### src/hdl/sspp_pkg.sv
package sspp_pkg;

    localparam int unsigned QUEUE_DEPTH = 4;

    localparam logic [7:0] SYNC_BYTE     = 8'hFF;
    localparam logic [7:0] MIN_LENGTH    = 8'd2;
    localparam logic [7:0] RST_EXPECT_ID = 8'd1;
    localparam logic [7:0] RST_ERR_MASK  = 8'd35;

    localparam logic KIND_BYTE  = 1'b0;
    localparam logic KIND_ABORT = 1'b1;

    // register index as seen on paddr[2]
    localparam logic REG_EXPECT_ID = 1'b0;
    localparam logic REG_ERR_MASK  = 1'b1;

    typedef enum logic [2:0] {
        STATUS_OK        = 3'd0,
        STATUS_BAD_CSUM  = 3'd1,
        STATUS_WRONG_ID  = 3'd2,
        STATUS_SHORT_LEN = 3'd3,
        STATUS_ABORTED   = 3'd4,
        STATUS_DEV_ERR   = 3'd5
    } t_status;

    typedef enum logic {
        PARSE_HUNT,
        PARSE_BODY
    } t_parse_state;

    typedef struct packed {
        logic [7:0] body_byte;
        logic       byte_valid;
        logic       is_last;
        t_status    status;
    } t_result;

endpackage

### src/hdl/sspp_front.sv
module sspp_front (
    input  logic              i_clk,
    input  logic              i_rst_n,
    input  logic              i_valid,
    input  logic              i_kind,
    input  logic [7:0]        i_rx_byte,
    input  logic [7:0]        i_expected_id,
    input  logic [7:0]        i_allowed_error_mask,
    input  logic              i_queue_full,
    output logic              o_push,
    output sspp_pkg::t_result o_result
);

    sspp_pkg::t_parse_state r_state, n_state;
    logic [7:0] r_win0, r_win1, r_win2;
    logic [7:0] n_win0, n_win1, n_win2;
    logic [1:0] r_win_count, n_win_count;
    logic [7:0] r_bytes_left, n_bytes_left;
    logic [7:0] r_sum, n_sum;
    logic [7:0] r_dev_err, n_dev_err;
    logic       r_first, n_first;

    logic accept;
    assign accept = i_valid && !i_queue_full;

    always_ff @(posedge i_clk) begin
        if (!i_rst_n) begin
            r_state      <= sspp_pkg::PARSE_HUNT;
            r_win0       <= '0;
            r_win1       <= '0;
            r_win2       <= '0;
            r_win_count  <= '0;
            r_bytes_left <= '0;
            r_sum        <= '0;
            r_dev_err    <= '0;
            r_first      <= 1'b0;
        end else begin
            r_state      <= n_state;
            r_win0       <= n_win0;
            r_win1       <= n_win1;
            r_win2       <= n_win2;
            r_win_count  <= n_win_count;
            r_bytes_left <= n_bytes_left;
            r_sum        <= n_sum;
            r_dev_err    <= n_dev_err;
            r_first      <= n_first;
        end
    end

    always_comb begin
        logic [7:0] csum_expect;
        n_state      = r_state;
        n_win0       = r_win0;
        n_win1       = r_win1;
        n_win2       = r_win2;
        n_win_count  = r_win_count;
        n_bytes_left = r_bytes_left;
        n_sum        = r_sum;
        n_dev_err    = r_dev_err;
        n_first      = r_first;
        o_push       = 1'b0;
        o_result     = '{body_byte: 8'd0, byte_valid: 1'b0, is_last: 1'b0,
                         status: sspp_pkg::STATUS_OK};
        csum_expect  = ~r_sum;

        if (accept) begin
            if (i_kind == sspp_pkg::KIND_ABORT || r_state == sspp_pkg::PARSE_BODY) begin
                // every path from here (except a body byte) returns to hunt
                n_state      = sspp_pkg::PARSE_HUNT;
                n_win0       = '0;
                n_win1       = '0;
                n_win2       = '0;
                n_win_count  = '0;
                n_bytes_left = '0;
                n_sum        = '0;
                n_dev_err    = '0;
                n_first      = 1'b0;
            end

            if (i_kind == sspp_pkg::KIND_ABORT) begin
                if (r_state == sspp_pkg::PARSE_BODY) begin
                    o_push           = 1'b1;
                    o_result.is_last = 1'b1;
                    o_result.status  = sspp_pkg::STATUS_ABORTED;
                end
            end else begin
                case (r_state)
                    sspp_pkg::PARSE_BODY: begin
                        if (r_bytes_left > 8'd1) begin
                            // body byte: stay in frame
                            n_state      = sspp_pkg::PARSE_BODY;
                            n_sum        = r_sum + i_rx_byte;
                            n_bytes_left = r_bytes_left - 8'd1;
                            n_dev_err    = r_first ? i_rx_byte : r_dev_err;
                            n_first      = 1'b0;
                            o_push              = 1'b1;
                            o_result.body_byte  = i_rx_byte;
                            o_result.byte_valid = 1'b1;
                        end else begin
                            // checksum byte
                            o_push           = 1'b1;
                            o_result.is_last = 1'b1;
                            if (i_rx_byte != csum_expect) begin
                                o_result.status = sspp_pkg::STATUS_BAD_CSUM;
                            end else if ((r_dev_err & ~i_allowed_error_mask) != 8'd0) begin
                                o_result.status = sspp_pkg::STATUS_DEV_ERR;
                            end else begin
                                o_result.status = sspp_pkg::STATUS_OK;
                            end
                        end
                    end
                    sspp_pkg::PARSE_HUNT: begin
                        if (r_win_count != 2'd3) begin
                            case (r_win_count)
                                2'd0:    n_win0 = i_rx_byte;
                                2'd1:    n_win1 = i_rx_byte;
                                default: n_win2 = i_rx_byte;
                            endcase
                            n_win_count = r_win_count + 2'd1;
                        end else if (r_win0 == sspp_pkg::SYNC_BYTE &&
                                     r_win1 == sspp_pkg::SYNC_BYTE) begin
                            // header complete: win2 is id, this byte is length
                            n_win0      = '0;
                            n_win1      = '0;
                            n_win2      = '0;
                            n_win_count = '0;
                            if (r_win2 != i_expected_id) begin
                                o_push           = 1'b1;
                                o_result.is_last = 1'b1;
                                o_result.status  = sspp_pkg::STATUS_WRONG_ID;
                            end else if (i_rx_byte < sspp_pkg::MIN_LENGTH) begin
                                o_push           = 1'b1;
                                o_result.is_last = 1'b1;
                                o_result.status  = sspp_pkg::STATUS_SHORT_LEN;
                            end else begin
                                n_state      = sspp_pkg::PARSE_BODY;
                                n_bytes_left = i_rx_byte;
                                n_sum        = r_win2 + i_rx_byte;
                                n_dev_err    = '0;
                                n_first      = 1'b1;
                            end
                        end else begin
                            n_win0 = r_win1;
                            n_win1 = r_win2;
                            n_win2 = i_rx_byte;
                        end
                    end
                    default: begin
                        n_state = sspp_pkg::PARSE_HUNT;
                    end
                endcase
            end
        end
    end

endmodule

### src/hdl/sspp_fifo.sv
module sspp_fifo #(
    parameter int unsigned DEPTH = sspp_pkg::QUEUE_DEPTH
) (
    input  logic              i_clk,
    input  logic              i_rst_n,
    input  logic              i_push,
    input  sspp_pkg::t_result i_data,
    input  logic              i_pop,
    output sspp_pkg::t_result o_data,
    output logic              o_empty,
    output logic              o_full
);

    localparam int unsigned PW = (DEPTH > 1) ? $clog2(DEPTH) : 1;
    localparam int unsigned CW = $clog2(DEPTH + 1);

    sspp_pkg::t_result r_mem [DEPTH];
    logic [PW-1:0] r_wr_ptr, n_wr_ptr;
    logic [PW-1:0] r_rd_ptr, n_rd_ptr;
    logic [CW-1:0] r_count, n_count;
    logic          do_push, do_pop;

    assign o_empty = (r_count == '0);
    assign o_full  = (r_count == CW'(DEPTH));
    assign do_push = i_push && !o_full;
    assign do_pop  = i_pop && !o_empty;
    assign o_data  = r_mem[r_rd_ptr];

    always_comb begin
        n_wr_ptr = r_wr_ptr;
        n_rd_ptr = r_rd_ptr;
        n_count  = r_count;
        if (do_push) begin
            n_wr_ptr = (r_wr_ptr == PW'(DEPTH - 1)) ? '0 : r_wr_ptr + 1'b1;
        end
        if (do_pop) begin
            n_rd_ptr = (r_rd_ptr == PW'(DEPTH - 1)) ? '0 : r_rd_ptr + 1'b1;
        end
        case ({do_push, do_pop})
            2'b10:   n_count = r_count + 1'b1;
            2'b01:   n_count = r_count - 1'b1;
            default: n_count = r_count;
        endcase
    end

    always_ff @(posedge i_clk) begin
        if (!i_rst_n) begin
            r_wr_ptr <= '0;
            r_rd_ptr <= '0;
            r_count  <= '0;
        end else begin
            r_wr_ptr <= n_wr_ptr;
            r_rd_ptr <= n_rd_ptr;
            r_count  <= n_count;
        end
    end

    always_ff @(posedge i_clk) begin
        if (do_push) begin
            r_mem[r_wr_ptr] <= i_data;
        end
    end

endmodule

### src/hdl/sspp_back.sv
module sspp_back (
    input  logic              i_clk,
    input  logic              i_rst_n,
    input  sspp_pkg::t_result i_data,
    input  logic              i_empty,
    output logic              o_pop,
    input  logic              i_stall,
    output logic              o_valid,
    output sspp_pkg::t_result o_result
);

    logic              r_valid;
    sspp_pkg::t_result r_result;
    logic              load;

    // output register takes a new beat when empty or being drained
    assign load    = !r_valid || !i_stall;
    assign o_pop   = load && !i_empty;
    assign o_valid = r_valid;
    assign o_result = r_result;

    always_ff @(posedge i_clk) begin
        if (!i_rst_n) begin
            r_valid <= 1'b0;
        end else if (load) begin
            r_valid <= !i_empty;
        end
    end

    always_ff @(posedge i_clk) begin
        if (o_pop) begin
            r_result <= i_data;
        end
    end

endmodule

### src/hdl/servo_status_packet_parser_top.sv
// Servo status packet parser. Received serial bytes (kind 0) or abort
// markers (kind 1) come in one beat at a time; the block hunts for the
// 0xFF 0xFF sync pair, checks the id against expected_id and the length
// against a minimum of 2, then passes each body byte out as a beat (device
// error code first) and closes the frame with one beat carrying the status:
// ok, bad checksum, device error (error bits outside allowed_error_mask),
// wrong id, short length or aborted. Sync hunting and a good header make no
// output beat. Throughput is one input beat per clock while o_stall is low:
// the parser front end updates its registered state from each accepted beat
// and writes any result into a QUEUE_DEPTH-entry queue, which an output
// register drains. o_stall rises only when that queue is full. With nothing
// waiting ahead of it, a result is written into the queue when its byte is
// accepted and is then loaded into the output register. Registers sit at
// byte address 0 (expected_id, reset 1) and 4 (allowed_error_mask, reset
// 35); write them only while no frame is in flight and the output is empty.
module servo_status_packet_parser_top #(
    parameter int unsigned QUEUE_DEPTH = sspp_pkg::QUEUE_DEPTH
) (
    input  logic        i_clk,
    input  logic        i_rst_n,
    // input channel
    input  logic        i_valid,
    output logic        o_stall,
    input  logic        i_kind,
    input  logic [7:0]  i_rx_byte,
    // output channel
    output logic        o_valid,
    input  logic        i_stall,
    output logic [7:0]  o_body_byte,
    output logic        o_byte_valid,
    output logic        o_is_last,
    output logic [2:0]  o_status,
    // register port
    input  logic        psel,
    input  logic        penable,
    input  logic        pwrite,
    input  logic [2:0]  paddr,
    input  logic [31:0] pwdata,
    output logic [31:0] prdata,
    output logic        pready
);

    // ---------------------------------------------------------------
    // Configuration registers
    // ---------------------------------------------------------------
    logic [7:0] r_expected_id;
    logic [7:0] r_allowed_error_mask;
    logic       cfg_write;

    assign pready    = 1'b1;
    assign cfg_write = psel && penable && pwrite && pready;

    always_ff @(posedge i_clk) begin
        if (!i_rst_n) begin
            r_expected_id        <= sspp_pkg::RST_EXPECT_ID;
            r_allowed_error_mask <= sspp_pkg::RST_ERR_MASK;
        end else if (cfg_write) begin
            case (paddr[2])
                sspp_pkg::REG_EXPECT_ID: r_expected_id        <= pwdata[7:0];
                sspp_pkg::REG_ERR_MASK:  r_allowed_error_mask <= pwdata[7:0];
                default: ;
            endcase
        end
    end

    always_comb begin
        case (paddr[2])
            sspp_pkg::REG_EXPECT_ID: prdata = {24'd0, r_expected_id};
            sspp_pkg::REG_ERR_MASK:  prdata = {24'd0, r_allowed_error_mask};
            default:                 prdata = '0;
        endcase
    end

    // ---------------------------------------------------------------
    // Front end: framing state; while the queue has room, one byte per clock
    // ---------------------------------------------------------------
    logic              q_push, q_pop, q_empty, q_full;
    sspp_pkg::t_result q_wr_data, q_rd_data, out_result;

    assign o_stall = q_full;

    sspp_front u_front (
        .i_clk                (i_clk),
        .i_rst_n              (i_rst_n),
        .i_valid              (i_valid),
        .i_kind               (i_kind),
        .i_rx_byte            (i_rx_byte),
        .i_expected_id        (r_expected_id),
        .i_allowed_error_mask (r_allowed_error_mask),
        .i_queue_full         (q_full),
        .o_push               (q_push),
        .o_result             (q_wr_data)
    );

    // ---------------------------------------------------------------
    // Result queue between front end and output stage
    // ---------------------------------------------------------------
    sspp_fifo #(
        .DEPTH (QUEUE_DEPTH)
    ) u_fifo (
        .i_clk   (i_clk),
        .i_rst_n (i_rst_n),
        .i_push  (q_push),
        .i_data  (q_wr_data),
        .i_pop   (q_pop),
        .o_data  (q_rd_data),
        .o_empty (q_empty),
        .o_full  (q_full)
    );

    // ---------------------------------------------------------------
    // Back end: output register
    // ---------------------------------------------------------------
    sspp_back u_back (
        .i_clk    (i_clk),
        .i_rst_n  (i_rst_n),
        .i_data   (q_rd_data),
        .i_empty  (q_empty),
        .o_pop    (q_pop),
        .i_stall  (i_stall),
        .o_valid  (o_valid),
        .o_result (out_result)
    );

    assign o_body_byte  = out_result.body_byte;
    assign o_byte_valid = out_result.byte_valid;
    assign o_is_last    = out_result.is_last;
    assign o_status     = out_result.status;

`ifndef SYNTHESIS
    // a body byte beat never ends a frame and always reports ok
    a_body_not_last: assert property (@(posedge i_clk) disable iff (!i_rst_n)
        o_valid && o_byte_valid |-> !o_is_last && (o_status == sspp_pkg::STATUS_OK))
        else $error("body beat flagged last or with error status");

    // every beat without a body byte closes a frame and carries a zero byte
    a_nonbody_last: assert property (@(posedge i_clk) disable iff (!i_rst_n)
        o_valid && !o_byte_valid |-> o_is_last && (o_body_byte == 8'd0))
        else $error("non-body beat not closing a frame");

    // failure status only on the closing beat
    a_err_is_last: assert property (@(posedge i_clk) disable iff (!i_rst_n)
        o_valid && (o_status != sspp_pkg::STATUS_OK) |-> o_is_last && !o_byte_valid)
        else $error("error status on a mid-frame beat");
`endif

endmodule
### config.mk
export PLATFORM = sky130hd
export DESIGN_NAME = servo_status_packet_parser_top
export DESIGN_NICKNAME = d
export VERILOG_FILES = /design/src/hdl/sspp_pkg.sv /design/src/hdl/sspp_front.sv /design/src/hdl/sspp_fifo.sv /design/src/hdl/sspp_back.sv /design/src/hdl/servo_status_packet_parser_top.sv
export SDC_FILE = /design/constraint.sdc
export NUM_CORES = 1
export LEC_CHECK = 0
export BUFFER_PORTS_ARGS = -buffer_cell sky130_fd_sc_hd__clkbuf_2
export CAP_MARGIN = 20
export CORE_MARGIN = 1
export CORE_UTILIZATION = 25
export DETAILED_ROUTE_END_ITERATION = 8
export SYNTH_ARGS = -nofsm -noshare
export SYNTH_HDL_FRONTEND = slang
export SYNTH_SLANG_ARGS = --single-unit
### constraint.sdc
create_clock -name i_clk -period 7 [get_ports i_clk]
set_input_delay 1.05 -clock i_clk [delete_from_list [all_inputs] [get_ports i_clk]]
set_output_delay 1.05 -clock i_clk [all_outputs]
set_load 0.05 [all_outputs]
## After elaboration in Yosys (flattened, before gate mapping)

Memories as Yosys holds them, arrays and structs flattened. A register that Yosys moved wholly into a read port is not among the register bits.
Cells that the tools add are included.

| operators by class | value |
|---|---|
| equal/unequal tests | 12 |
| reductions and logical operators | 21 |
| bitwise gates (word level) | 5 |
| magnitude comparators | 2 |
| mux-type cells | 92 |
| $add $sub $neg | 8 |

Operators with widths:

| cell | number |
|---|---|
| two-way mux 8 bit | 40 |
| case mux 32 bit (2 select lines) | 1 |
| case mux 8 bit (2 select lines) | 3 |
| two-way mux 4 bit | 7 |
| two-way mux 9 bit | 3 |
| two-way mux 1 bit | 23 |
| adder 8 bit | 2 |
| == test 8 bit (second input constant) | 2 |
| != test 8 bit | 2 |
| NOT 8 bit | 2 |
| two-way mux 2 bit | 7 |
| two-way mux 13 bit | 1 |
| AND 8 bit | 1 |
| greater-than comparator 8 x 1 -> 1 bit (second input constant) | 1 |
| < comparator 8 x 2 -> 1 bit (second input constant) | 1 |
| case mux 4 bit (2 select lines) | 1 |
| nonzero test 8 bit | 1 |
| subtractor 8 x 1 -> 8 bit (second input constant) | 1 |
| logical AND 1 bit | 7 |
| adder 2 x 1 -> 2 bit (second input constant) | 3 |
| == test 2 bit (second input constant) | 3 |
| two-way mux 3 bit | 2 |
| case mux 1 bit (2 select lines) | 3 |
| case mux 3 bit (2 select lines) | 1 |
| 14 further kinds | 22 |

| word-level totals | value |
|---|---|
| flip-flop bits (word level) | 76 |
| bits in writable memories | 52 |
| output and inout bits | 48 |
| logic and storage cells | 156 |
| bits of input ports | 51 |
| memories | 1 |

Memory list:

| name | words | width | rd ports | clocked after memory_dff | write ports | RTL line | source |
|---|---|---|---|---|---|---|---|
| u_fifo.r_mem | 4 | 13 | 1 | 1 | 1 | sspp_fifo.sv:17 | `sspp_pkg::t_result r_mem [DEPTH];` |

## Depth between registers and ports, before layout

Gate-level depths: netlist of run 1.

| depth | value |
|---|---|
| depth in word-level cells | 11 |
| mapped depth | 11 |
| mapped depth without buffers | 11 |

## Cells and area by module

From an unflattened synthesis of run 1, not the netlist that was laid out.

| second synthesis, totals | value |
|---|---|
| cell total of the unflattened synthesis | 675 |
| area, all modules | 7325.8 µm² |

By module, submodules not included:

| module | area an instance (µm²) | times used | cells an instance | sequential area each (µm²) |
|---|---|---|---|---|
| sspp_front | 3529.6 | 1 | 433 | 1041.0 |
| sspp_fifo | 2392.3 | 1 | 123 | 1741.7 |
| servo_status_packet_parser_top | 973.4 | 1 | 102 | 320.3 |
| sspp_back | 430.4 | 1 | 17 | 410.4 |

## Worst setup path after synthesis of run 1

Ideal clock, no wire load.

| timing | value |
|---|---|
| path kind | register to register |
| start | reg u_fifo.r_count[0] |
| end | reg u_fifo.r_count[2] |
| required time | 6.930 ns |
| arrival time | 3.354 ns |
| cell stages (with the launch flop) | 12 |
| library setup time | 0.070 ns |
| path buffers | 1 |
| clock period less this slack | 3.425 ns |
| path slack | 3.575 ns |
| path through | dfxtp_1 nor3b_1 nand2b_1 buf_2 nor2_1 a32o_1 inv_1 ha_1 fa_1 xnor2_1 or3_1 a21oi_1 |

| on the way | value |
|---|---|
| cells in the longest elaborated chain, start to end | 7 |
| elaborated cells on any way between the ends | 15 |
| classes of those cells | 2 x add/sub; 3 x eq/ne; 2 x mux; 8 x reduce/logical |

Ends and longest elaborated chain:

| element | RTL line | source |
|---|---|---|
| start: declaration | sspp_fifo.sv:20 | `logic [CW-1:0] r_count, n_count;` |
| start signal: assignment | sspp_fifo.sv:54 | `r_count <= n_count;` |
| == test 3 bit * | sspp_fifo.sv:24 | `assign o_full = (r_count == CW'(DEPTH));` |
| net o_stall | servo_status_packet_parser_top.sv:23 | `output logic o_stall,` |
| zero test 1 bit * | sspp_front.sv:24, sspp_fifo.sv:25 |  |
| logical AND 1 bit | sspp_front.sv:24 | `assign accept = i_valid && !i_queue_full;` |
| two-way mux 1 bit | sspp_front.sv:66 | `if (accept) begin` |
| logical AND 1 bit * | sspp_fifo.sv:25 | `assign do_push = i_push && !o_full;` |
| == test 2 x 1 -> 1 bit or == test 2 bit (tied branches) | sspp_fifo.sv:39 | `case ({do_push, do_pop})` |
| case mux 3 bit (2 select lines) or nonzero test 2 bit (tied branches) | n/a |  |

The timed path passes the listed nets; every way through them passes the cells marked *.
A chain may end at the register's enable or synchronous reset.

## Worst setup path after layout of run 1

| timing | value |
|---|---|
| start | in i_rx_byte[4] |
| end | reg u_fifo.r_count[2] |

| on the way | value |
|---|---|
| cells in the longest elaborated chain, start to end | 11 |
| elaborated cells on any way between the ends | 13 |
| classes of those cells | 1 x order compare; 2 x eq/ne; 8 x mux; 2 x reduce/logical |

Ends and longest elaborated chain:

| element | RTL line | source |
|---|---|---|
| start: declaration | servo_status_packet_parser_top.sv:25 | `input logic [7:0] i_rx_byte,` |
| < comparator 8 x 2 -> 1 bit * | sspp_front.sv:131 | `end else if (i_rx_byte < sspp_pkg::MIN_LENGTH) begin` |
| two-way mux 1 bit * | sspp_front.sv:131 |  |
| two-way mux 1 bit * | sspp_front.sv:127 | `if (r_win2 != i_expected_id) begin` |
| two-way mux 1 bit * | sspp_front.sv:120 | `end else if (r_win0 == sspp_pkg::SYNC_BYTE &&` |
| two-way mux 1 bit * | sspp_front.sv:113 | `if (r_win_count != 2'd3) begin` |
| case mux 1 bit (2 select lines) * | sspp_front.sv:87 | `case (r_state)` |
| two-way mux 1 bit * | sspp_front.sv:80 | `if (i_kind == sspp_pkg::KIND_ABORT) begin` |
| two-way mux 1 bit * | sspp_front.sv:66 |  |
| logical AND 1 bit * | sspp_fifo.sv:25 |  |
| == test 2 x 1 -> 1 bit or == test 2 bit (tied branches) | sspp_fifo.sv:39 |  |
| case mux 3 bit (2 select lines) or nonzero test 2 bit (tied branches) | n/a |  |

Mark *: on every way between the ends. The rest lies on a longest branch, timed or not.

==> qor.yml, run 1 <==
status: "finished clean"
hold_class: "flop to flop"
drive_gt1_frac: 0.1692
tritoncts: "done"
core-area_um2: 27930
fillers: 2924
drv_slew: 0
vias_per_cell: 4.702
rsz0062_at_grt: "no"
p_leak_uw: 0.003019
ios: 99
async_reset_ff_frac: 0
setup_violations: 0
worst_path_most_repeated_cell: "nand2_1"
io_buffers: 47
finalCriticalPeriod_ns: 3.483
first_pass_iters: 5
antenna_found_initial: 0
wl_per_cell_um: 15.67
drt_wl_total_um: 17220
dieArea_um2: 29230
syn_inst: 670
post-cts-setup-buffers: 0
critPathMaxStageDelay_ns: 0.48
hold_viol: 0
cts_resized: 0
insertion_delay_ns: 0.41
yosys_warnings: 0
slew_headroom: 0.3419
layout_common_cells: "76 x dfxtp_1, 65 x edfxtp_1, 62 x nand2_1"
r2r_slack_ns: 3.79
critPathCaptureType: "flop"
crit_type: "input pin to flop"
power.density_nw_per_um2: 286.4
synth-edff-count: 65
insertedDiodeCount: 0
route.detailed.drc: 0
ff_latch_area_um2: 3473
holdBufCountCts: 0
fp.dieH_um: 171.0
hpwlAfterDp_um: 11530
crit_slowest_cell: "nor4_1"
worstSetupStartpointType: "input pin"
yosys_most_used_dff: "dfxtp_1"
finalPower_uw: 2362
clock_skew_ns: 0.008562
reg2reg_depth: 9
timing.final.crit_share: 0.4976
cts_buffers: 17
start_util: 0.2555
layout.nets: 787
r2r_end: "u_fifo.r_count[2]"
arrival_ns: 3.83
area_growth_pct: 15.59
synth_area_um2: 7137
rows: 61
yosysUniqueCellTypes: 66
multiInputGateArea_um2: 3328
tightest_slew_ns: 0.9872
r2r-start: "u_front.r_win_count[0]"
setup_tns_ns: 0
cts_root_buf: "clkbuf_16"
place_congestion: 0.8437
synth_seq_cells: 141
maxCapViolCount: 0
overflow: 0
clock_sinks: 141
vias: 5167
synth.avg_cell_area_um2: 10.65
cp_max_fo: 9
fmax_ghz: 0.2871
ant_nets: 0
drt_iter0_drc: 301
crit_chain: "clkbuf_2 > nor4_1 > nand2_1 > nand2_1 > a32o_1 > inv_1 > ha_1 > fa_1 > xnor2_1 > or3_1 > a21oi_1"
grt_pass1_vias: 4951
final_common_cell: "dfxtp_1"
ir_drop_uv: 176.6
grt_max_degree: 30
grt_pass1_wl_um: 27740
ys_seq_area_frac: 0.4867
die_width_um: 171.0
cts_buffer_depth: 2
clkTransAtPathRegs_ns: 0.06
hp-start: "u_back.o_valid"
hold_depth: 2
grt_usage: 0.1238
worstPathRequired_ns: 7.35
htreeDepth: 4
min_to: "u_back.o_valid"
## flip-flops by register name, summed over array words and instances, names as in the netlist
signal	flops
u_fifo.r_rd_ptr	2
u_front.r_bytes_left	8
u_back.o_result	13
u_back.o_valid	1
r_expected_id	8
u_front.r_first	1
r_allowed_error_mask	8
u_front.r_dev_err	8
u_front.r_win2	8
u_front.r_win1	8
u_front.r_state	1
u_front.r_win_count	2
u_fifo.r_count	3
u_fifo.r_mem	52
u_fifo.r_wr_ptr	2
u_front.r_win0	8
u_front.r_sum	8
## metrics by stage
step / hold slack [ns] / cell area (um^2) / util / cells / setup WS, ns
floorplan: 0.4458 / 7223 / - / 693 / 3.575
global placement: 0.4685 / 7649 / 0.2738 / 1066 / 3.152
detailed placement: 0.4817 / 7660 / 0.2742 / 1067 / 3.124
CTS: 0.4894 / 8249 / 0.2953 / 1099 / 3.550
global route: 0.5073 / 8249 / 0.2953 / 1099 / 3.302
finish: 0.4821 / 8249 / 0.2953 / 1099 / 3.517
## routing by layer
layer	wire, um	global-route usage
met4	246	0.03571
met5	0	0
met1	8126	0.1721
met3	1116	0.02799
met2	7730	0.1907
## worst max-delay path by stage
| stage | start | end | slack (ns) | cells past startpoint |
|---|---|---|---|---|
| after floorplan | u_fifo.r_count[0] | u_fifo.r_count[2] | 3.58 | 11 |
| after global placement | i_rx_byte[4] | u_fifo.r_count[2] | 3.15 | 11 |
| after detailed placement | i_rx_byte[4] | u_fifo.r_count[2] | 3.12 | 11 |
| after CTS | i_rx_byte[4] | u_fifo.r_count[2] | 3.55 | 11 |
| after global routing | i_rx_byte[4] | u_fifo.r_count[2] | 3.30 | 11 |
| final | i_rx_byte[4] | u_fifo.r_count[2] | 3.52 | 11 |
## where the power goes
group / total (uW) / internal [uW] / switching, uW
clock: 907 / 533 / 373
combinational: 474 / 149 / 326
sequential: 981 / 924 / 56.9
## critical path: cells and delay by family
family,cells,cell delay (ns)
simple gates,4,1.11
xor+xnor,1,0.14
buf+inv,2,0.38
fa+ha+maj,2,0.68
compound gates,2,0.45
## logic make-up (layout without fill, tap and decap cells)
family / count (synthesis) / in the layout / synth area share
AOI/OAI and AO/OA: 151 / 151 / 0.1508
xor gates and xnor gates: 19 / 19 / 0.02332
and+or+nand+nor: 202 / 202 / 0.1415
DFF: 141 / 141 / 0.4867
buffers and inverters: 84 / 112 / 0.05996
adders and majority gates: 28 / 28 / 0.05224
muxes: 43 / 43 / 0.08450
other: 2 / 25 / 0.001052
## cells in the mapped netlist (all sizes together), types with 3 or more instances
master	number	share of area
mux4	13	0.041
mux2	8	0.013
edfxtp	65	0.27
a211oi	4	0.0056
a21oi	38	0.027
a32oi	5	0.0061
o22ai	6	0.0053
or3	4	0.0035
mux2i	22	0.031
nor2b	3	0.0026
nor4	4	0.0077
nor3	9	0.0063
inv	27	0.014
nand4	8	0.0079
nand3	16	0.011
a31oi	4	0.0035
xnor2	15	0.018
clkbuf	20	0.011
dfxtp	76	0.21
buf	37	0.035
o2bb2ai	16	0.020
and3	11	0.0096
and2	5	0.0044
nand2	62	0.033
o211ai	4	0.0061
a22o	9	0.011
fa	3	0.0084
nand2b	6	0.0053
nor4b	3	0.0058
nor2	61	0.033
a22oi	26	0.027
o21a	3	0.0042
ha	25	0.044
or2	3	0.0026
xor2	4	0.0049
o21ai	23	0.018
## area by class of cell
cell class,instances,area share
multi-input cells,468,0.4035
well taps,378,0.05733
repair buffers,53,0.03443
clock buffers,19,0.05248
inverters,27,0.01229
flip-flops and latches,141,0.4211
clock inverters,13,0.01896
Power figures use the tool's default switching activity.
==> inputs of run 2 (changes only) <==
==> constraint.sdc (replaced) <==
create_clock -name i_clk -period 3.4 [get_ports i_clk]
set_input_delay 0.51 -clock i_clk [delete_from_list [all_inputs] [get_ports i_clk]]
set_output_delay 0.51 -clock i_clk [all_outputs]
set_load 0.05 [all_outputs]
==> qor.yml, run 2 (same netlist as run 1, synthesis figures left out) <==
status: "finished clean"
drt_iter0_drc: 272  # -9.6%
setup_tns_ns: 0  # unchanged
grt_usage: 0.1253  # +0.001465
rows: 61  # unchanged
fillers: 2908  # -0.55%
route.detailed.drc: 0  # unchanged
critPathCaptureType: "flop"
io_buffers: 47  # unchanged
die_width_um: 171.0  # unchanged
clkTransAtPathRegs_ns: 0.06  # about the same
hold_class: "input pin to flop"
pre_cts_slack_ns: 0.5719  # -2.552 ns
setup_violations: 0  # unchanged
drt_wl_total_um: 17460  # +1.4%
ios: 99  # unchanged
ant_nets: 0  # unchanged
tightest_slew_ns: 0.9921  # +0.004979 ns
crit_type: "flop to flop"
setup_ws_ns: 0.6834  # -2.833 ns
fp.dieH_um: 171.0  # unchanged
layout_common_cells: "76 x dfxtp_1, 65 x edfxtp_1, 62 x nand2_1"
final_common_cell: "dfxtp_1"
htreeDepth: 4  # unchanged
reg2reg_depth: 10  # +1
dieArea_um2: 29230  # unchanged
utilization: 0.2991  # +0.003762
grt_pass1_wl_um: 27590  # -0.57%
antenna_found_initial: 0  # unchanged
p_leak_uw: 0.003099  # +2.6%
drv_slew: 0  # unchanged
vias: 5154  # -0.25%
clock_skew_ns: 0.01006  # +0.001502 ns
finalInstanceArea_um2: 8354  # +1.3%
dp_cells: 1085  # +1.7%
timing.final.crit_share: 0.7990
hpwlAfterDp_um: 12040  # +4.4%
vias_per_cell: 4.614  # -1.9%
insertion_delay_ns: 0.42  # about the same
core-area_um2: 27930  # unchanged
r2r-start: "u_front.r_win1[6]"
cts_root_buf: "clkbuf_16"
fmax_ghz: 0.3681
arrival_ns: 3.07  # -0.76 ns
place_congestion: 0.8311  # -1.5%
overflow: 0  # unchanged
power.density_nw_per_um2: 572.5  # +100%
slew_headroom: 0.3377  # -0.004224
cp_max_fo: 4  # -5
finalCriticalPeriod_ns: 2.717
worstPathRequired_ns: 3.75  # -3.60 ns
area_growth_pct: 17.06
top_register: "u_fifo.r_mem"
holdBufCountCts: 0  # unchanged
worstSetupStartpointType: "flop"
wl_per_cell_um: 15.63  # -0.22%
min_to: "r_allowed_error_mask[5]"
ir_drop_uv: 237.9  # +35%
hold_viol: 0  # unchanged
insertedDiodeCount: 0  # unchanged
clock_sinks: 141  # unchanged
maxCapViolCount: 0  # unchanged
rsz0062_at_grt: "no"
drive_gt1_frac: 0.1881  # +0.01888
start_util: 0.2555  # unchanged
r2r_end: "u_fifo.r_count[2]"
largest_register_ff_count: 52  # unchanged
grt_max_degree: 56  # +87%
cts_resized: 0  # unchanged
hp-start: "pwdata[5]"
r2r_slack_ns: 0.68  # -3.11 ns
first_pass_iters: 5  # unchanged
cts_buffers: 17  # unchanged
post-cts-setup-buffers: 0  # unchanged
post_layout_nonfiller_instances: 1117  # +1.6%
cts_buffer_depth: 2  # unchanged
hold_depth: 3  # +1
grt_pass1_vias: 4883  # -1.4%
layout.nets: 805  # +2.3%
tritoncts: "done"
place_area_um2: 7796  # +1.8%
run 2: changes by cell type in the layout (fill, tap and decap cells not counted), moves of 2 or more:
cell      delta
clkinv_4     -3
clkbuf_1     -2
buf_4       +19
clkinv_1     +4
inv_6        +4
run 2: how the worst max path moves through the flow:
stage | start | end | slack [ns] | cells past startpoint
floorplan | u_fifo.r_count[0] | u_fifo.r_count[2] | 0.53 | 11
global placement | i_rx_byte[4] | u_fifo.r_count[2] | 0.57 | 12
detailed placement | i_rx_byte[4] | u_fifo.r_count[2] | 0.57 | 12
CTS | u_front.r_win1[0] | u_fifo.r_count[2] | 0.68 | 10
global route | u_front.r_win1[0] | u_fifo.r_count[2] | 0.52 | 10
finish | u_front.r_win1[6] | u_fifo.r_count[2] | 0.68 | 10
run 2: final cells by class:
class,count,area [um^2],area share
Multi-Input combinational cell,468,3333,0.3990
Inverter,27,101.3,0.01213
Sequential cell,141,3473,0.4158
Clock inverter,15,132.6,0.01588
Timing Repair Buffer,71,415.4,0.04972
Tap cell,378,473.0,0.05661
Clock buffer,17,425.4,0.05092
run 2: worst max-delay path, cell delays in order (launching register included):
cell and delay [ns]:
dfxtp_1 0.40, nand4_1 0.17, nor4_4 0.29, and2_1 0.24, a32o_1 0.22, inv_1 0.08
ha_1 0.23, fa_1 0.44, xnor2_1 0.14, or3_1 0.31, a21oi_1 0.14
run 2: metrics by stage:
stage	power [uW]	hold slack, ns
3_3_place_gp	3064	0.4617
6_report	4783	0.3182
2_1_floorplan	2836	0.4458
5_1_grt	5012	0.3179
3_5_place_dp	3069	0.4649
4_1_cts	4831	0.3008
run 2: power breakdown:
part           internal (uW)  leakage, uW  switching, uW
registers               1900      0.00123            122
logic                    327      0.00160            677
clock network           1010     0.000269            743
run 2: layer usage:
layer | global-route usage | wire length, um | vias up
met3 | 0.02892 | 739 | 19
met5 | 0 | 0 | -
met1 | 0.1648 | 8289 | 2474
met2 | 0.2001 | 8142 | 124
met4 | 0.04425 | 292 | 0
li1 | - | - | 2537
==> inputs of run 3 (changes only) <==
==> constraint.sdc (replaced) <==
create_clock -name i_clk -period 2.7 [get_ports i_clk]
set_input_delay 0.405 -clock i_clk [delete_from_list [all_inputs] [get_ports i_clk]]
set_output_delay 0.405 -clock i_clk [all_outputs]
set_load 0.05 [all_outputs]
==> qor.yml, run 3 (same netlist as run 1, synthesis figures left out) <==
place_congestion: 0.8557  # +3.0%
p_sw_frac: 0.3252  # +0.002847
maxCapViolCount: 0  # unchanged
hold_class: "input pin to flop"
pre_cts_slack_ns: -0.05115  # -0.6230 ns
r2r_slack_ns: 0.22  # -0.46 ns
cp_max_fo: 4  # unchanged
route.detailed.drc: 0  # unchanged
setup_violations: 0  # unchanged
grt_max_degree: 33  # -41%
p_int_uw: 4075  # +26%
insertion_delay_ns: 0.42  # about the same
seqPwrFrac: 0.416  # -0.007
multiInputGateArea_um2: 3351  # +0.53%
largest_register_ff_count: 52  # unchanged
timing.final.crit_share: 0.9190  # +0.1200
crit_chain: "nand4_1 > nor4_4 > and2_4 > a32o_2 > inv_1 > ha_2 > fa_2 > xnor2_1 > or3_1 > a21oi_1"
antenna_found_initial: 0  # unchanged
tightest_slew_ns: 0.7267  # -0.2654 ns
core-area_um2: 27930  # unchanged
reg2reg_depth: 10  # unchanged
cts_buffer_depth: 2  # unchanged
start_util: 0.2555  # unchanged
clock_skew_ns: 0.007479  # -0.002586 ns
fillers: 2946  # +1.3%
final_common_cell: "dfxtp_1"
crit_slowest_cell: "fa_2"
worstSetupStartpointType: "flop"
fmax_ghz: 0.4030  # +9.5%
finalCriticalPeriod_ns: 2.481  # -0.2353 ns
ant_nets: 0  # unchanged
p_leak_uw: 0.003251  # +4.9%
hp-start: "pwdata[5]"
layout_common_cells: "68 x dfxtp_1, 65 x edfxtp_1, 62 x nand2_1"
min_to: "r_allowed_error_mask[5]"
dieArea_um2: 29230  # unchanged
p_switching_uw: 1964  # +27%
clkTransAtPathRegs_ns: 0.06  # about the same
tritoncts: "done"
die_width_um: 171.0  # unchanged
htreeDepth: 4  # unchanged
critPathCaptureType: "flop"
crit_type: "flop to flop"
grt_pass1_wl_um: 27920  # +1.2%
layout.nets: 834  # +3.6%
drt_iter0_drc: 375  # +38%
grt_pass1_vias: 5124  # +4.9%
rsz0062_at_grt: "no"
overflow: 0  # unchanged
slew_headroom: 0.5122  # +0.1746
dp_cells: 1113  # +2.6%
io_buffers: 47  # unchanged
rows: 61  # unchanged
ff_latch_area_um2: 3483  # +0.29%
worstPathRequired_ns: 3.06  # -0.69 ns
first_pass_iters: 6  # +1
fp.dieH_um: 171.0  # unchanged
combPwrFrac: 0.225  # +0.015
grt_usage: 0.1252  # -0.0001308
insertedDiodeCount: 0  # unchanged
post_layout_nonfiller_instances: 1146  # +2.6%
ir_drop_uv: 382.7  # +61%
clock_sinks: 141  # unchanged
vias_per_cell: 4.599  # -0.34%
hpwlAfterDp_um: 12630  # +4.9%
r2r-start: "u_front.r_win1[2]"
setup_ws_ns: 0.2187  # -0.4647 ns
cts_root_buf: "clkbuf_16"
ios: 99  # unchanged
drt_wl_total_um: 17420  # -0.27%
pwr-share-clk: 0.358  # -0.009
drv_slew: 0  # unchanged
arrival_ns: 2.84  # -0.23 ns
top_register: "u_fifo.r_mem"
power.density_nw_per_um2: 703.0  # +23%
hold_depth: 3  # unchanged
drive_gt1_frac: 0.2370  # +0.04889
area_growth_pct: 20.37
status: "finished clean"
wl_per_cell_um: 15.20  # -2.8%
vias: 5270  # +2.3%
cts_buffers: 17  # unchanged
r2r_end: "u_fifo.r_count[2]"
critPathMaxStageDelay_ns: 0.39  # -0.05 ns
hold_viol: 0  # unchanged
[run 3: how the worst max path moves through the flow]
stage,startpoint,end,slack [ns],depth (start not counted)
2_1_floorplan,u_fifo.r_count[0],u_fifo.r_count[2],0.03,11
3_3_place_gp,i_rx_byte[4],u_fifo.r_count[2],-0.01,11
3_5_place_dp,i_rx_byte[4],u_fifo.r_count[2],-0.05,11
4_1_cts,u_front.r_win0[7],u_fifo.r_count[2],0.10,10
5_1_grt,u_front.r_win2[7],u_fifo.r_count[2],0.02,11
6_report,u_front.r_win1[2],u_fifo.r_count[2],0.22,10
[run 3: area by class of cell]
class	count	share of cell area
clock inverters	13	0.01238
inverters	27	0.01180
well taps	378	0.05505
repair buffers	100	0.07370
flip-flops and latches	141	0.4055
multi-input cells	468	0.3900
clock buffers	19	0.05156
[run 3: worst max-delay path, delay by kind of cell, from the launching register on]
kind | cells | cell delay [ns]
DFF | 1 | 0.37
and+or+nand+nor | 4 | 0.97
buffers and inverters | 1 | 0.06
xor gates and xnor gates | 1 | 0.14
AOI/OAI and AO/OA | 2 | 0.32
adders and majority gates | 2 | 0.58
[run 3: repair_timing]
item	CTS	global route
resized for setup	0	12
setup endpoints to repair	0	1
hold buffers	0	0
buffers inserted	0	0
[run 3: per-stage QoR]
stage               total power, uW    util  hold WS (ns)  cell area [um^2]  TNS (ns)
floorplan                      3580       -        0.4458              7236         0
global placement               3903  0.2869        0.4683              8014  -0.01354
detailed placement             3918  0.2869        0.4775              8014  -0.05115
CTS                            6085  0.3065        0.2023              8563         0
global route                   6312  0.3075        0.2249              8591         0
finish                         6039  0.3075        0.2136              8591         0
[run 3: power groups by stage]
stage / combinational (uW) / sequential (uW) / clock [uW]
floorplan: 809 / 2770 / 0
global placement: 1340 / 2560 / 0
detailed placement: 1360 / 2560 / 0
CTS: 1360 / 2520 / 2210
global route: 1480 / 2540 / 2290
finish: 1360 / 2510 / 2160
[run 3: routing by layer]
layer | wire length [um] | global-route usage | part of all wire | vias to the layer above
met2 | 8183 | 0.2018 | 0.47 | 158
met1 | 8120 | 0.1656 | 0.47 | 2504
met5 | 0 | 0 | 0 | -
met3 | 850 | 0.02868 | 0.049 | 24
met4 | 261 | 0.03766 | 0.015 | 0
li1 | - | - | - | 2584
